### src/rtl/core/assert_macros.svh
// Assertion macros shared by the core RTL
`ifndef ASSERT_MACROS_SVH
`define ASSERT_MACROS_SVH
`ifndef SYNTHESIS
`define GCD_ASSERT(lbl, prop) \
  lbl: assert property (@(posedge clk_i) disable iff (!rst_ni) (prop)) \
    else $error("assertion failed");
`define GCD_ASSERT_ALWAYS(lbl, prop) \
  lbl: assert property (@(posedge clk_i) (prop)) \
    else $error("assertion failed");
`else
`define GCD_ASSERT(lbl, prop)
`define GCD_ASSERT_ALWAYS(lbl, prop)
`endif
`endif

### src/rtl/core/gcd_pkg.sv
package gcd_pkg;

  localparam int unsigned ANGLE_FRAC_BITS = 16;

  localparam int unsigned LON_W   = 25;
  localparam int unsigned LAT_W   = 24;
  localparam int unsigned RAD_W   = 23;
  localparam int unsigned CHORD_W = 24;
  localparam int unsigned IN_W    = 2 * (LON_W + LAT_W);
  localparam int unsigned IN_TW   = ((IN_W + 7) / 8) * 8;
  localparam int unsigned OUT_TW  = ((CHORD_W + 7) / 8) * 8;

  localparam logic [RAD_W-1:0] RADIUS_RESET = RAD_W'(6378137);

  localparam longint ANG_PERIOD = 360 * (64'd1 << ANGLE_FRAC_BITS);
  localparam longint ANG_HALF   = 180 * (64'd1 << ANGLE_FRAC_BITS);
  localparam longint ANG_QUART  = 90 * (64'd1 << ANGLE_FRAC_BITS);
  localparam int unsigned MAG_W = $clog2(ANG_HALF + 1);
  localparam int unsigned RED_W = MAG_W + 2;

  localparam int unsigned DEG_W = 27;
  localparam logic [DEG_W-1:0] DEG_TO_RAD_Q32 = DEG_W'(74961321);
  localparam int unsigned ZP_W  = MAG_W + DEG_W;

  localparam int unsigned CORDIC_STEPS = 30;
  localparam int unsigned CW = 33;
  typedef logic signed [CW-1:0] cval_t;
  localparam cval_t CORDIC_GAIN_Q30 = CW'(652032874);

  localparam int unsigned SUM_W       = 64;
  localparam int unsigned ROOT_W      = 32;
  localparam int unsigned SQRT_STEPS  = 32;
  localparam int unsigned LAT_CORDIC  = CORDIC_STEPS + 3;
  localparam int unsigned LAT_TOTAL   = LAT_CORDIC + 4 + SQRT_STEPS + 2;

  function automatic cval_t atan_q30(input int unsigned i);
    cval_t a;
    unique case (i)
      0:  a = CW'(843314856);
      1:  a = CW'(497837829);
      2:  a = CW'(263043836);
      3:  a = CW'(133525158);
      4:  a = CW'(67021686);
      5:  a = CW'(33543515);
      6:  a = CW'(16775850);
      7:  a = CW'(8388437);
      8:  a = CW'(4194282);
      9:  a = CW'(2097149);
      10: a = CW'(1048575);
      11: a = CW'(524287);
      12: a = CW'(262143);
      13: a = CW'(131071);
      14: a = CW'(65535);
      15: a = CW'(32767);
      16: a = CW'(16383);
      17: a = CW'(8191);
      18: a = CW'(4095);
      19: a = CW'(2047);
      20: a = CW'(1023);
      21: a = CW'(511);
      22: a = CW'(255);
      23: a = CW'(127);
      24: a = CW'(63);
      25: a = CW'(31);
      26: a = CW'(15);
      27: a = CW'(8);
      28: a = CW'(4);
      29: a = CW'(2);
      default: a = '0;
    endcase
    return a;
  endfunction

endpackage

### src/rtl/core/gcd_isqrt.sv
module gcd_isqrt (
  input  logic                         clk_i,
  input  logic                         en_i,
  input  logic [gcd_pkg::SUM_W-1:0]    v_i,
  output logic [gcd_pkg::ROOT_W-1:0]   root_o
);

  localparam int unsigned N = gcd_pkg::SQRT_STEPS;
  localparam int unsigned W = gcd_pkg::SUM_W;

  logic [W-1:0] rem_q  [N+1];
  logic [W-1:0] root_q [N+1];

  assign rem_q[0]  = v_i;
  assign root_q[0] = '0;

  for (genvar k = 0; k < N; k++) begin : g_step
    localparam logic [W-1:0] BIT = W'(64'd1 << (W - 2 - 2 * k));
    logic [W-1:0] trial;
    assign trial = root_q[k] + BIT;
    always_ff @(posedge clk_i) begin
      if (en_i) begin
        if (rem_q[k] >= trial) begin
          rem_q[k+1]  <= rem_q[k] - trial;
          root_q[k+1] <= (root_q[k] >> 1) + BIT;
        end else begin
          rem_q[k+1]  <= rem_q[k];
          root_q[k+1] <= root_q[k] >> 1;
        end
      end
    end
  end

  assign root_o = root_q[N][gcd_pkg::ROOT_W-1:0];

endmodule

### config.mk
export PLATFORM = sky130hd
export DESIGN_NAME = gcd_isqrt
export DESIGN_NICKNAME = d
export VERILOG_FILES = /design/src/rtl/core/assert_macros.svh /design/src/rtl/core/gcd_pkg.sv /design/src/rtl/core/gcd_isqrt.sv
export SDC_FILE = /design/constraint.sdc
export NUM_CORES = 2
export LEC_CHECK = 0
export BUFFER_PORTS_ARGS = -buffer_cell sky130_fd_sc_hd__buf_2
export CORE_MARGIN = 2
export CORE_UTILIZATION = 50
export DETAILED_ROUTE_END_ITERATION = 16
export PLACE_DENSITY = 0.65
export SYNTH_ARGS = -nofsm -noshare
export SYNTH_HDL_FRONTEND = slang
export SYNTH_SLANG_ARGS = --single-unit
### constraint.sdc
create_clock -name clk_i -period 6.2 [get_ports clk_i]
set_input_delay 0.31 -clock clk_i [delete_from_list [all_inputs] [get_ports clk_i]]
set_output_delay 0.31 -clock clk_i [all_outputs]
set_load 0.03 [all_outputs]
[Word level (Yosys, flattened, before mapping)]
Cells that the tools add are included.
W data, S select, Z words.
Operators by class
  muxes and demuxes: 63
  $lt $le $gt $ge: 32
  add/subtract/negate cells: 93
Operator list (number)
  $ge A64 B64 Y1: 31
  $mux W64: 31
  $mux W63: 31
  $sub A64 B64 Y64: 30
  $add A63 B11 Y64 const B: 1
  $add A63 B13 Y64 const B: 1
  $add A63 B15 Y64 const B: 1
  $add A63 B17 Y64 const B: 1
  $add A63 B19 Y64 const B: 1
  $add A63 B21 Y64 const B: 1
  $add A63 B23 Y64 const B: 1
  $add A63 B25 Y64 const B: 1
  $add A63 B27 Y64 const B: 1
  $add A63 B29 Y64 const B: 1
  $add A63 B3 Y64 const B: 1
  $add A63 B31 Y64 const B: 1
  $add A63 B33 Y64 const B: 1
  $add A63 B35 Y64 const B: 1
  $add A63 B37 Y64 const B: 1
  $add A63 B39 Y64 const B: 1
  $add A63 B41 Y64 const B: 1
  $add A63 B43 Y64 const B: 1
  $add A63 B45 Y64 const B: 1
  $add A63 B47 Y64 const B: 1
  other kinds (45): 45
Word-level totals
  output and inout bits: 32
  flip-flop bits (word level): 4000
  bits of input ports: 66

[Depth between registers and ports, before layout]
  depth after elaboration: 3
  mapped depth: 15

[Worst setup path before layout]
Ideal clock, no wire load.
  path type: register -> register
  from: reg rem_q[948] in the netlist's numbering
  to: reg rem_q[889] in the netlist's numbering, data pin
  period minus slack after synthesis: 3.469 ns
  arrival time: 3.211 ns
  setup slack: 2.731 ns
  stages on the path, launching flop included: 13
  path buffers: 2
  setup time: 0.258 ns
  cell sequence: edfxtp_1 -> or4_1 -> or3_1 -> or3_4 -> or4_1 -> a41oi_1 -> and3_1 -> buf_4 -> inv_2 -> buf_6 -> nand4_4 -> and3b_1 -> xor2_1
On the way
  word-level cells in the longest chain between the ends: 2
  elaborated cells on any way between the ends: 3
Ends and longest elaborated chain
  from (decl): RTL line gcd_isqrt.sv:11  | logic [W-1:0] rem_q [N+1];
  from (signal, indexed assignment): RTL line gcd_isqrt.sv:24  | rem_q[k+1] <= rem_q[k] - trial;
  from (signal, indexed assignment): RTL line gcd_isqrt.sv:27  | rem_q[k+1] <= rem_q[k];
  $sub A64 B64 Y64 or $ge A64 B64 Y1 (tied branches): RTL line gcd_isqrt.sv:24, gcd_isqrt.sv:23
  $mux W64 *: RTL line gcd_isqrt.sv:23  | if (rem_q[k] >= trial) begin
Every way passes the cells marked *; elsewhere a longest branch is shown, timed or not.
A chain may end at the register's enable or synchronous reset.

[Worst setup path after layout]
  from: reg rem_q[933] in the netlist's numbering
  to: reg rem_q[886] in the netlist's numbering, data pin
The elaborated chain is that of the path after synthesis.

==> flow_metrics.py <==
metrics = {
    "status": {
        "outcome": "complete, no violations",
    },
    "sta": {
        "holdWs_ns": 0.0413,
        "rsz0062_at_grt": "false",
        "timing.final.crit_share": 0.783,
        "setup_violations": 0,
        "fmaxAchievable_mhz": 206,
        "drv_slew": 0,
        "hold_viol_final": 0,
        "maxSlewHeadroom": 0.134,
        "worst_slew_pin_slew_ns": 1.30,
        "setup_tns_ns": 0,
        "finalCriticalPeriod_ns": 4.86,
        "finalWorstSetupSlack_ns": 1.34,
        "skew_ns": 0.0722,
    },
    "clock_network": {
        "cts-resized-gates": 0,
        "clockBufferDepth": 4,
        "cts.clk_slew.worst_paths_ns": 0.06,
        "cts_tree": "built",
        "clk_latency_ns": 0.97,
        "cts_sinks": 2512,
        "cts_buffers": 287,
        "cts_root_buf": "clkbuf_16",
        "htree_levels": 5,
    },
    "pwr": {
        "p_leak_nw": 50.6,
        "power_density_mw_per_mm2": 373,
        "peakVddDrop_uv": 261,
        "total_power_mw": 50.4,
    },
    "critical_path": {
        "reg2reg_to": "rem_q[886]",
        "worst_r2r_path_depth": 11,
        "timing.critical_path.to": "rem_q[886]",
        "crit_type": "register to register",
        "cp-end-kind": "register",
        "timing.critical_path.from": "rem_q[933]",
        "cp.required_ns": 6.82,
        "r2r-start": "rem_q[933]",
        "start_kind": "register",
        "rrSetupSlack_ns": 1.34,
        "crit_fanout": 29,
        "cp.arrival_ns": 5.47,
    },
    "global_routing": {
        "grt_first_pass_wirelength_um": 462000,
        "antenna_found_initial": 18,
        "grt_start_max_net_pins": 201,
        "grt_remaining_overflow": 0,
        "grt_pass1_vias": 75700,
        "grt_use_total": 0.245,
    },
    "logic_synthesis": {
        "yosysTopAreaCellShare": 0.624,
        "syn_avg_cell_area_um2": 12.5,
        "synthDistinctLibCells": 92,
        "synth_edf_count": 2512,
        "ys_top_cells_by_area": "edfxtp_1 (62%), ha_1 (5.8%), xnor2_1 (3.4%)",
        "syn_inst": 9655,
        "ys_ff_latch": 2512,
        "async_reset_ff_frac": 0,
        "synth_nets": 10300,
        "synth.yosys.seq_area_share": 0.624,
        "yosys_warnings": 0,
        "syn-cell-area_mm2": 0.121,
        "yosys.area.top_type": "edfxtp_1",
        "synthFlopType": "edfxtp_1",
    },
    "placed_design": {
        "placedCellCount": 12800,
        "place.port_buffers": 97,
        "place_area_mm2": 0.125,
        "place_ws_ns": 1.44,
        "globalplace.congestion": 0.947,
        "dpl.hpwl_um": 229000,
    },
    "floorplan": {
        "die_w_um": 496,
        "initial_core_util": 0.503,
        "io_pins": 98,
        "fp-row-count": 180,
        "die_h_um": 496,
        "core-area_mm2": 0.241,
        "die-area_mm2": 0.246,
    },
    "job": {
        "cap_violations": 0,
    },
    "layout": {
        "drive_gt1_frac": 0.0695,
        "multiInputGateArea_mm2": 0.0420,
        "fin_util": 0.561,
        "nNetsFinal": 10600,
        "fillers": 19600,
        "final_cell_area_mm2": 0.135,
        "regArea_mm2": 0.0754,
        "syn_to_final_growth_pct": 11.6,
        "fin_cells": 13400,
    },
    "routing": {
        "firstDrtPassIters": 7,
        "first_iter_violations": 7716,
        "wl_um": 307000,
        "routed_via_density": 5.90,
        "wire_per_inst_um": 23.0,
        "ant_nets": 0,
        "num_vias": 78900,
        "drc": 0,
    },
    "min_path": {
        "hold_class": "input port to register",
    },
}
## synthesized netlist by cell type, types with 50 or more instances
master    instances
nor3_1          250
nand2_1         559
nor2b_1          71
xor2_1          422
nand2b_1         95
or3_1           120
or4_1            70
inv_1           706
edfxtp_1       2512
ha_1            558
nor4_1          353
xnor2_1         468
clkbuf_1        181
and3_1           51
mux2_2           73
a21o_1          242
nand3_1         150
a211oi_1         50
nor2_1          678
o21a_1           91
a21oi_1         667
nor4b_1          54
o21ai_0         393
nand4_1         169
## critical path, stage by stage, from the launching register on
cell and delay [ns]:
edfxtp_1 0.40, ha_1 0.44, nand2_1 0.10, nor4_1 0.60, nand3_1 0.13, nor4_1 0.74, a41oi_1 0.36, and3_1 0.46
inv_2 0.49, o211ai_1 0.33, nor4_1 0.39, xor2_1 0.12
## state kept, by name, indices dropped and copies added, names as in the netlist
register  flops
rem_q      1984
root_o       32
root_q      496
## cells by family after synthesis
group                      share of synthesized area
and+or+nand+nor                                0.123
DFF                                            0.624
AOI/OAI and AO/OA                             0.0952
buffers and inverters                         0.0289
xor gates and xnor gates                      0.0645
adders and majority gates                     0.0578
muxes                                        0.00713
## layer usage
metal / up-vias / GRT usage / wire length, um
met1: 38900 / 0.347 / 136000
met4: 6 / 0.0645 / 7470
met2: 2606 / 0.397 / 145000
li1: 36900 / - / -
met3: 469 / 0.0372 / 19300
met5: - / 0 / 32
## repair_timing
item	4_1_cts	5_1_grt
endpoints found under the hold margin	65	0
setup buffers	0	0
setup endpoints to repair	0	0
hold buffers	79	0
## report_power, final
part           switching (mW)  internal, mW
combinational            6.35          4.28
sequential               1.84          21.6
clock                    6.64          9.66
total                    14.8          35.5
## layout by cell type (no fill, tap or decap), types with 73 or more instances in the layout
master and instances:
or3_1 120, nor3_1 250, a21o_1 242, nor2_1 678, mux2_2 73, edfxtp_1 2512
nand2_1 559, nand4_1 169, inv_1 706, a21oi_1 667, buf_2 96, xnor2_1 468
nor4_1 353, dlygate4sd3_1 79, ha_1 558, clkbuf_16 293, o21ai_0 390, o21a_1 91
xor2_1 422, nand2b_1 94, nand3_1 150
## worst min-delay path by stage
stage          cells past startpoint     endpoint  slack [ns]         from
6_report                           1  rem_q[1027]        0.04         en_i
3_5_place_dp                       0   rem_q[972]        0.43  rem_q[1036]
3_3_place_gp                       0   rem_q[969]        0.43  rem_q[1033]
4_1_cts                            2  rem_q[2019]       0.001      v_i[35]
2_1_floorplan                      0  rem_q[1984]        0.41       v_i[0]
5_1_grt                            1   rem_q[970]        0.02         en_i
## final cells by class
class / count / share of cell area
Timing Repair Buffer: 241 / 0.0140
Multi-Input combinational cell: 6220 / 0.311
Inverter: 711 / 0.0198
Clock inverter: 143 / 0.0103
Tap cell: 3185 / 0.0295
Antenna cell: 7 / 0.000130
Sequential cell: 2512 / 0.559
Clock buffer: 342 / 0.0557
Note: power is estimated with default switching activity, not from simulation.
